==> config.mk <==
export PLATFORM = sky130hd
export DESIGN_NAME = fault_latch_retry_lockout
export DESIGN_NICKNAME = d
export VERILOG_FILES = /design/src/rtl/core/flrl_pkg.sv /design/src/rtl/core/fault_latch_retry_lockout.sv
export SDC_FILE = /design/constraint.sdc
export NUM_CORES = 1
export LEC_CHECK = 0
export BUFFER_PORTS_ARGS = -buffer_cell sky130_fd_sc_hd__buf_2
export CORE_MARGIN = 3
export CORE_UTILIZATION = 40
export CTS_CLUSTER_SIZE = 20
export DETAILED_ROUTE_END_ITERATION = 8
export PLACE_DENSITY_LB_ADDON = 0.15
export SYNTH_ARGS = -nofsm -noshare
export SYNTH_HDL_FRONTEND = slang
export SYNTH_SLANG_ARGS = --single-unit
==> constraint.sdc <==
create_clock -name clock -period 3.6 [get_ports clock]
set_input_delay 0.54 -clock clock [delete_from_list [all_inputs] [get_ports clock]]
set_output_delay 0.54 -clock clock [all_outputs]
set_load 0.02 [all_outputs]
==> src/rtl/core/flrl_pkg.sv <==
// Package for the fault latch, retry and lockout manager.
// Holds the command and recovery mode codes, register indexes and word types.
// No dependencies.
package flrl_pkg;

   // Default number of managed faults
   localparam int FAULT_COUNT_DEFAULT = 8;

   // Faults that own a field in the mode and limit registers
   localparam int REG_FAULTS = 8;

   // Width of each reported bitmask
   localparam int FLAG_WIDTH = 8;

   localparam int ID_WIDTH    = 5;
   localparam int COUNT_WIDTH = 8;
   localparam int LIMIT_WIDTH = 4;
   localparam int MODE_WIDTH  = 2;
   localparam int MODES_WIDTH = 16;
   localparam int CSR_WIDTH   = 32;
   localparam logic [COUNT_WIDTH-1:0] COUNT_MAX = '1;

   typedef enum logic [1:0] {
      CMD_SET       = 2'd0,
      CMD_CLEAR     = 2'd1,
      CMD_CLEAR_ALL = 2'd2,
      CMD_SILENT    = 2'd3
   } command_type;

   typedef enum logic [MODE_WIDTH-1:0] {
      MODE_NONE      = 2'd0,
      MODE_UNLIMITED = 2'd1,
      MODE_LIMITED   = 2'd2,
      MODE_RESERVED  = 2'd3
   } mode_type;

   typedef enum logic {
      CSR_RECOVERY_MODES = 1'b0,
      CSR_RETRY_LIMITS   = 1'b1
   } csr_index_type;

   typedef struct packed {
      command_type         command;
      logic [ID_WIDTH-1:0] fault_id;
   } req_word_type;

   typedef struct packed {
      logic [FLAG_WIDTH-1:0] latched_flags;
      logic [FLAG_WIDTH-1:0] active_flags;
      logic [FLAG_WIDTH-1:0] locked_flags;
      logic                  any_latched;
   } rsp_word_type;

endpackage

==> src/rtl/core/fault_latch_retry_lockout.sv <==
// Top level of the fault latch, retry and lockout manager.
// Uses flrl_pkg for codes and word types; no submodules.
//
// Usage:
//   req channel: one command word (command, fault_id) per handshake. Set, clear
//   with recovery, clear all and silent clear act on per-fault active, latched
//   and lockout bits and an 8-bit saturating retry counter per fault.
//   rsp channel: one word per command with the latched, active and locked
//   bitmasks (faults 0 to 7) and an any-latched flag over every fault.
//   csr channel: index 0 writes the recovery modes (2 bits per fault), index 1
//   the retry limits (4 bits per fault). Always ready; write only while idle.
// Timing and throughput:
//   The state update and the response word are computed in the accepting cycle
//   and the output register presents the response in the next cycle. With
//   rsp_ready high, one command per cycle is sustained, set by that register.
// Reset:
//   Clears all fault state, both configuration registers (every mode none,
//   every limit zero) and the response valid flag.
// Stall:
//   While a response waits with rsp_ready low, req_ready drops; a waiting
//   response that is taken lets a new command in during the same cycle.
module fault_latch_retry_lockout #(
   parameter int FAULT_COUNT = flrl_pkg::FAULT_COUNT_DEFAULT
) (
   input  logic                       clock,
   input  logic                       reset,
   input  logic                       req_valid,
   output logic                       req_ready,
   input  flrl_pkg::req_word_type     req_word,
   output logic                       rsp_valid,
   input  logic                       rsp_ready,
   output flrl_pkg::rsp_word_type     rsp_word,
   input  logic                       csr_valid,
   output logic                       csr_ready,
   input  flrl_pkg::csr_index_type    csr_index,
   input  logic [flrl_pkg::CSR_WIDTH-1:0] csr_wdata
);
   import flrl_pkg::*;

   logic [MODES_WIDTH-1:0] recovery_modes_ff;
   logic [CSR_WIDTH-1:0]   retry_limits_ff;

   logic [FAULT_COUNT-1:0] active_ff, active_in;
   logic [FAULT_COUNT-1:0] latched_ff, latched_in;
   logic [FAULT_COUNT-1:0] lockout_ff, lockout_in;
   logic [COUNT_WIDTH-1:0] retry_count_ff [FAULT_COUNT];
   logic [COUNT_WIDTH-1:0] retry_count_in [FAULT_COUNT];

   logic                   rsp_valid_ff;
   rsp_word_type           rsp_word_ff, rsp_word_in;
   logic                   req_accept;

   logic [FLAG_WIDTH-1:0]  latched_flags, active_flags, locked_flags;

   // Handshakes
   assign req_ready  = !rsp_valid_ff || rsp_ready;
   assign req_accept = req_valid && req_ready;
   assign csr_ready  = 1'b1;
   assign rsp_valid  = rsp_valid_ff;
   assign rsp_word   = rsp_word_ff;

   // Configuration registers
   always_ff @(posedge clock) begin
      if (reset) begin
         recovery_modes_ff <= '0;
         retry_limits_ff   <= '0;
      end else if (csr_valid) begin
         case (csr_index)
            CSR_RECOVERY_MODES: recovery_modes_ff <= csr_wdata[MODES_WIDTH-1:0];
            CSR_RETRY_LIMITS:   retry_limits_ff   <= csr_wdata;
            default:            ;
         endcase
      end
   end

   // Per-fault lane: next state of one fault for the incoming command
   for (genvar i = 0; i < FAULT_COUNT; i++) begin : g_fault
      mode_type               mode;
      logic [LIMIT_WIDTH-1:0] limit;
      logic                   hit;
      logic [COUNT_WIDTH-1:0] count_inc;

      // Faults past the register fields read mode none and limit zero
      if (i < REG_FAULTS) begin : g_field
         assign mode  = mode_type'(recovery_modes_ff[MODE_WIDTH*i +: MODE_WIDTH]);
         assign limit = retry_limits_ff[LIMIT_WIDTH*i +: LIMIT_WIDTH];
      end else begin : g_nofield
         assign mode  = MODE_NONE;
         assign limit = '0;
      end

      assign hit       = (req_word.fault_id == ID_WIDTH'(i));
      assign count_inc = (retry_count_ff[i] == COUNT_MAX) ? retry_count_ff[i]
                                                         : retry_count_ff[i] + 1'b1;

      always_comb begin
         active_in[i]      = active_ff[i];
         latched_in[i]     = latched_ff[i];
         lockout_in[i]     = lockout_ff[i];
         retry_count_in[i] = retry_count_ff[i];
         case (req_word.command)
            CMD_SET: begin
               if (hit) begin
                  active_in[i]  = 1'b1;
                  latched_in[i] = 1'b1;
               end
            end
            CMD_SILENT: begin
               if (hit) begin
                  active_in[i]  = 1'b0;
                  latched_in[i] = 1'b0;
               end
            end
            CMD_CLEAR_ALL: begin
               if (!lockout_ff[i]) begin
                  latched_in[i]     = 1'b0;
                  retry_count_in[i] = '0;
               end
            end
            CMD_CLEAR: begin
               if (hit) begin
                  active_in[i] = 1'b0;
                  if (!lockout_ff[i]) begin
                     case (mode)
                        MODE_UNLIMITED: begin
                           retry_count_in[i] = count_inc;
                           latched_in[i]     = 1'b0;
                        end
                        MODE_LIMITED: begin
                           retry_count_in[i] = count_inc;
                           // Lock out once the count passes the limit
                           if (count_inc > COUNT_WIDTH'(limit)) begin
                              lockout_in[i] = 1'b1;
                           end else begin
                              latched_in[i] = 1'b0;
                           end
                        end
                        default: ;
                     endcase
                  end
               end
            end
            default: ;
         endcase
      end
   end

   // Report only the low faults in the bitmasks
   for (genvar j = 0; j < FLAG_WIDTH; j++) begin : g_flag
      if (j < FAULT_COUNT) begin : g_live
         assign latched_flags[j] = latched_in[j];
         assign active_flags[j]  = active_in[j];
         assign locked_flags[j]  = lockout_in[j];
      end else begin : g_absent
         assign latched_flags[j] = 1'b0;
         assign active_flags[j]  = 1'b0;
         assign locked_flags[j]  = 1'b0;
      end
   end

   always_comb begin
      rsp_word_in.latched_flags = latched_flags;
      rsp_word_in.active_flags  = active_flags;
      rsp_word_in.locked_flags  = locked_flags;
      rsp_word_in.any_latched   = |latched_in;
   end

   // Fault state: advance on each accepted word
   always_ff @(posedge clock) begin
      if (reset) begin
         active_ff  <= '0;
         latched_ff <= '0;
         lockout_ff <= '0;
         for (int k = 0; k < FAULT_COUNT; k++) begin
            retry_count_ff[k] <= '0;
         end
      end else if (req_accept) begin
         active_ff  <= active_in;
         latched_ff <= latched_in;
         lockout_ff <= lockout_in;
         for (int k = 0; k < FAULT_COUNT; k++) begin
            retry_count_ff[k] <= retry_count_in[k];
         end
      end
   end

   // Response register: load on accept, drop when taken
   always_ff @(posedge clock) begin
      if (reset) begin
         rsp_valid_ff <= 1'b0;
      end else if (req_accept) begin
         rsp_valid_ff <= 1'b1;
      end else if (rsp_ready) begin
         rsp_valid_ff <= 1'b0;
      end
   end

   always_ff @(posedge clock) begin
      if (req_accept) begin
         rsp_word_ff <= rsp_word_in;
      end
   end

   // A lockout bit is only ever cleared by reset
   assert property (@(posedge clock) disable iff (reset)
      1'b1 |=> ((lockout_ff & $past(lockout_ff)) == $past(lockout_ff)))
      else $error("lockout bit cleared without reset");

   // A waiting response's any-latched flag always matches the held latched state
   assert property (@(posedge clock) disable iff (reset)
      rsp_valid_ff |-> (rsp_word_ff.any_latched == (|latched_ff)))
      else $error("response any_latched disagrees with latched state");

   // Latched and active state move only when a word is accepted
   assert property (@(posedge clock) disable iff (reset)
      !req_accept |=> ($stable(latched_ff) && $stable(active_ff)))
      else $error("fault state changed without an accepted word");

endmodule
Word-level counts from Yosys, hierarchy flattened
Memory sizes are Yosys's and may differ from the RTL's.
Cells that the tools add are included.
Operators by class
  equal/unequal tests: 34
  $lt $le $gt $ge: 8
  muxes and demuxes: 191
  add/subtract/negate cells: 8
  bitwise gates (word level): 9
  reductions and logical operators: 18
Operator list (number)
  two-way mux 8 bit: 48
  case mux 8 bit (2 select lines): 8
  two-way mux 1 bit: 111
  adder 8 x 1 -> 8 bit, second input constant: 8
  == test 8 bit, second input constant: 8
  greater-than comparator 8 x 4 -> 1 bit: 8
  case mux 1 bit (2 select lines): 16
  case mux 1 bit (4 select lines): 8
  == test 2 bit, second input constant: 10
  == test 5 x 3 -> 1 bit, second input constant: 4
  == test 2 x 1 -> 1 bit, second input constant: 9
  OR reduction 2 bit: 9
  == test 5 x 2 -> 1 bit, second input constant: 2
  OR 1 bit: 8
  OR reduction 8 bit: 1
  == test 5 x 1 -> 1 bit, second input constant: 1
  zero test 5 bit: 1
  AND reduction 2 bit: 2
  zero test 2 bit: 1
  nonzero test 2 bit: 1
  logical AND 1 bit: 1
  zero test 1 bit: 1
  logical OR 1 bit: 1
  inverter 1 bit: 1
Storage, ports and cells
  bits in writable memories: 64
  logic and storage cells: 279
  memories kept: 1
  flip-flop bits (word level): 98
  output and inout bits: 28
Memory list
  retry_count_ff: words 8, bits a word 8, rd ports 8, clocked after memory_dff 0, wr ports 8, line fault_latch_retry_lockout.sv:46  | logic [COUNT_WIDTH-1:0] retry_count_ff [FAULT_COUNT];

Depth between registers and ports, before layout
An unclocked memory read counts as a cell.
  depth in word-level cells: 10
  depth in mapped cells: 14
  gate-level depth less buffers: 13

Worst setup path after synthesis
Ideal clock, no wire load.
  path type: flip-flop to flip-flop
  from: memory retry_count_ff[3][0] (netlist: retry_count_ff[0][24])
  to: register rsp_word_ff (netlist bit rsp_word[0]) (data pin)
  path buffers: 1
  cell stages (with the launch flop): 15
  clock period less this slack: 3242 ps
  data required time: 3339 ps
  arrival: 2981 ps
  slack: 358 ps
  setup time: 261 ps
  cells stage by stage: edfxtp_1 -> ha_1 -> and3_1 -> clkbuf_1 -> nand2_1 -> or2_0 -> mux2_2 -> ha_1 -> nor2b_1 -> o211ai_1 -> a21oi_1 -> o41ai_4 -> a31oi_1 -> nor4_1 -> nand2_1
RTL lines
  start: declaration: line fault_latch_retry_lockout.sv:46
  end signal: assignment: line fault_latch_retry_lockout.sv:200  | rsp_word_ff <= rsp_word_in;
  end: declaration: line fault_latch_retry_lockout.sv:50  | rsp_word_type rsp_word_ff, rsp_word_in;

==> impl_metrics.xml <==
<?xml version="1.0" encoding="UTF-8"?>
<metrics>
  <group name="global_route">
    <metric name="global_route_wire_length_before_repair" unit="um">35500</metric>
    <metric name="grt_usage" unit="">0.186</metric>
    <metric name="grt_antenna_before_repair" unit="">0</metric>
    <metric name="vias_in_the_first_global_route" unit="">6716</metric>
    <metric name="grt_start_max_net_pins" unit="">57</metric>
    <metric name="grt.overflow.total" unit="">0</metric>
  </group>
  <group name="placed_design">
    <metric name="io_buffer_count" unit="">71</metric>
    <metric name="dp.final_hpwl" unit="um">15600</metric>
    <metric name="gp_congestion" unit="">0.843</metric>
    <metric name="dpl_cell_area" unit="um^2">9510</metric>
    <metric name="dp.cells" unit="">1291</metric>
  </group>
  <group name="cells_and_area">
    <metric name="area.growth.synth_to_final" unit="%">15.1</metric>
    <metric name="finish.net_count" unit="">1128</metric>
    <metric name="final.fill_count" unit="">2095</metric>
    <metric name="fin_area" unit="um^2">10200</metric>
    <metric name="post_route_cells_drive_above_1_share" unit="">0.153</metric>
    <metric name="fin_cells" unit="">1323</metric>
    <metric name="num_antenna_cells" unit="">0</metric>
    <metric name="most_used_cells_in_the_layout_excluding_fill_and_tap_cells" unit="">167 x sky130_fd_sc_hd__nand2_1, 103 x sky130_fd_sc_hd__a21oi_1, 89 x sky130_fd_sc_hd__edfxtp_1</metric>
    <metric name="most_common_cell_after_layout_fill_and_taps_aside" unit="">sky130_fd_sc_hd__nand2_1</metric>
  </group>
  <group name="clock_tree">
    <metric name="ctsRootBufferMaster" unit="">sky130_fd_sc_hd__clkbuf_16</metric>
    <metric name="ctsHoldBuffers" unit="">0</metric>
    <metric name="max-clock-path-buffers" unit="">2</metric>
    <metric name="clk_latency" unit="ps">430</metric>
    <metric name="cts.repair.resized" unit="">0</metric>
    <metric name="numCtsBuffers" unit="">17</metric>
    <metric name="clk_pin_slew" unit="ps">70</metric>
    <metric name="post-cts-setup-buffers" unit="">0</metric>
    <metric name="cts.sink_count" unit="">162</metric>
    <metric name="cts-htree-levels" unit="">4</metric>
    <metric name="cts_tree" unit="">yes</metric>
  </group>
  <group name="timing">
    <metric name="period_minus_slack" unit="ps">3390</metric>
    <metric name="finClkSkew" unit="ps">12.9</metric>
    <metric name="fmax" unit="GHz">0.295</metric>
    <metric name="max_slew.worst_pin.slew" unit="ps">983</metric>
    <metric name="slew_headroom" unit="">0.344</metric>
    <metric name="timing.final.max_slew_violations" unit="">0</metric>
    <metric name="final-hold-violation-count" unit="">0</metric>
    <metric name="rsz0062_at_grt" unit="">no</metric>
    <metric name="final.setup.tns" unit="ps">0</metric>
    <metric name="fin_crit_sh" unit="">0.942</metric>
    <metric name="setup_viol_count_final" unit="">0</metric>
    <metric name="fin_worst_hold_slack" unit="ps">347</metric>
  </group>
  <group name="floorplan">
    <metric name="chipWidth" unit="um">155</metric>
    <metric name="top_level_ports" unit="">73</metric>
    <metric name="core_area" unit="um^2">21400</metric>
    <metric name="placementRows" unit="">53</metric>
    <metric name="chipHeight" unit="um">155</metric>
    <metric name="start_util" unit="">0.413</metric>
    <metric name="dieArea" unit="um^2">23900</metric>
  </group>
  <group name="critical_path">
    <metric name="max_stage_delay" unit="ps">440</metric>
    <metric name="timing.critical_path.max_delay_family" unit="">simple AND/OR/NAND/NOR gates</metric>
    <metric name="data_required_time_at_the_worst_endpoint" unit="ps">3780</metric>
    <metric name="timing.critical_path.fanout_max" unit="">6</metric>
    <metric name="worst-endpoint-arrival" unit="ps">3570</metric>
    <metric name="endpoint_kind" unit="">flop</metric>
    <metric name="crit_path_top_delay_cell" unit="">sky130_fd_sc_hd__edfxtp_1</metric>
    <metric name="cp_num_buf_inv" unit="">0</metric>
    <metric name="path_cells" unit="">ha_1 &gt; and3_2 &gt; nand2_1 &gt; or2_1 &gt; mux2_2 &gt; ha_1 &gt; nor2b_1 &gt; o211ai_1 &gt; a21oi_1 &gt; o41ai_4 &gt; a31oi_2 &gt; nor4_1 &gt; nand2_1</metric>
    <metric name="worst-setup-path-type" unit="">flop to flop</metric>
    <metric name="worst_setup_path_start_kind" unit="">flop</metric>
  </group>
  <group name="flow_run">
    <metric name="drv.max_cap_violation_count" unit="">0</metric>
  </group>
  <group name="logic_synthesis">
    <metric name="syn_area" unit="um^2">8820</metric>
    <metric name="synth.area.top_cells" unit="">sky130_fd_sc_hd__edfxtp_1 30%, sky130_fd_sc_hd__dfxtp_1 17%, sky130_fd_sc_hd__nand2_1 7.1%</metric>
    <metric name="postSynthCellCount" unit="">968</metric>
    <metric name="yosys_warnings" unit="">0</metric>
    <metric name="synth_top_cell_by_area" unit="">sky130_fd_sc_hd__edfxtp_1</metric>
    <metric name="post_synth_num_cell_types" unit="">72</metric>
    <metric name="async_reset_ff_frac" unit="">0</metric>
    <metric name="syn-mean-instance-area" unit="um^2">9.12</metric>
    <metric name="synth-edff-count" unit="">89</metric>
    <metric name="postSynthRegisterBits" unit="">162</metric>
    <metric name="seq_area_frac_synth" unit="">0.468</metric>
    <metric name="syn-num-nets" unit="">1061</metric>
    <metric name="synth_ff_type" unit="">sky130_fd_sc_hd__edfxtp_1</metric>
    <metric name="synth_top_cell_area_share" unit="">0.303</metric>
  </group>
  <group name="pwr">
    <metric name="ir_worst_vdd" unit="mV">0.265</metric>
    <metric name="design_power_total" unit="mW">4.59</metric>
    <metric name="power_per_cell_area" unit="nW/um^2">452</metric>
    <metric name="static-leakage-power" unit="nW">3.97</metric>
  </group>
  <group name="drt">
    <metric name="drcViolationCount" unit="">0</metric>
    <metric name="route.antenna.remaining_nets" unit="">0</metric>
    <metric name="via_count" unit="">7111</metric>
    <metric name="drt_iter0_drc" unit="">407</metric>
    <metric name="route.final.wire_length" unit="um">22100</metric>
    <metric name="detail_route.wl_per_cell" unit="um">16.7</metric>
    <metric name="dr.pass1.iters" unit="">4</metric>
    <metric name="avgViaCountPerCell" unit="">5.37</metric>
  </group>
  <group name="outcome">
    <metric name="run_status" unit="">finished, final reports clean</metric>
  </group>
  <group name="hold_path">
    <metric name="min-delay-path-class" unit="">input port to flop</metric>
  </group>
</metrics>
-- routing by layer --
| layer | track usage | share of wire | vias up |
|---|---|---|---|
| met1 | 0.265 | 0.50 | 3379 |
| met5 | 0 | 0 | - |
| met3 | 0.0386 | 0.037 | 22 |
| met2 | 0.286 | 0.45 | 113 |
| li1 | - | - | 3597 |
| met4 | 0.0530 | 0.013 | 0 |
-- cells in the mapped netlist (all sizes together) (13+ instances only) --
cell type,instances
nand2,167
a21oi,103
edfxtp,89
dfxtp,73
nor2,71
ha,48
inv,46
clkbuf,39
o21ai,35
and3,34
nand3,34
and2,29
a31oi,21
nor2b,13
-- cell families (layout without fill, tap and decap cells) --
group | Yosys count | after routing | share of synthesized area
buf+inv | 90 | 170 | 0.0388
fa+ha+maj | 48 | 48 | 0.0681
other cells | 1 | 1 | 0.000425
flops | 162 | 162 | 0.468
xor+xnor | 14 | 14 | 0.0139
simple gates | 398 | 398 | 0.215
compound gates | 241 | 241 | 0.177
mux | 14 | 14 | 0.0183
-- worst register-to-register path: stages, from the launching register on --
cell and delay (ps):
sky130_fd_sc_hd__edfxtp_1 440, sky130_fd_sc_hd__ha_1 270, sky130_fd_sc_hd__and3_2 260, sky130_fd_sc_hd__nand2_1 70, sky130_fd_sc_hd__or2_1 180, sky130_fd_sc_hd__mux2_2 370
sky130_fd_sc_hd__ha_1 280, sky130_fd_sc_hd__nor2b_1 130, sky130_fd_sc_hd__o211ai_1 150, sky130_fd_sc_hd__a21oi_1 130, sky130_fd_sc_hd__o41ai_4 410, sky130_fd_sc_hd__a31oi_2 190
sky130_fd_sc_hd__nor4_1 200, sky130_fd_sc_hd__nand2_1 80
-- state kept, by name, summed over array words and instances, names as in the netlist --
signal,flops
active_ff,8
retry_count_ff,64
rsp_valid,1
rsp_word,25
lockout_ff,8
recovery_modes_ff,16
latched_ff,8
retry_limits_ff,32
-- layout make-up --
class | instances | area (um^2) | area share
clock buffers | 18 | 429 | 0.0423
clock inverters | 14 | 200 | 0.0197
inverters | 47 | 176 | 0.0174
multi-input cells | 716 | 4360 | 0.430
flip-flops and latches | 162 | 4130 | 0.407
well taps | 275 | 344 | 0.0339
repair buffers | 91 | 505 | 0.0498
-- power breakdown --
group          total [mW]  leakage, nW  internal, mW  switching (mW)
clock                1.96        0.300          1.17           0.787
combinational       0.509         2.15         0.194           0.315
sequential           2.12         1.52          2.04          0.0743
total                4.59         3.97          3.41            1.18
-- through the flow --
step / setup WS (ps) / utilization
after floorplan: 358 / -
after global placement: 218 / 0.445
after detailed placement: 140 / 0.445
after CTS: 141 / 0.475
after global routing: 8.07 / 0.476
final: 208 / 0.476
-- final timing paths --
kind / start / end / slack (ps) / cells after the start
max reg2reg: retry_count_ff[0][24]$_SDFFCE_PN0P_ / rsp_word[0]$_DFFE_PP_ / 210 / 13
max: retry_count_ff[0][24]$_SDFFCE_PN0P_ / rsp_word[0]$_DFFE_PP_ / 210 / 13
min: csr_wdata[29] / retry_limits_ff[29]$_SDFFE_PP0P_ / 350 / 3
min reg2reg: retry_limits_ff[10]$_SDFFE_PP0P_ / retry_limits_ff[10]$_SDFFE_PP0P_ / 450 / 2
No activity file was read; power rests on OpenSTA's default activity.
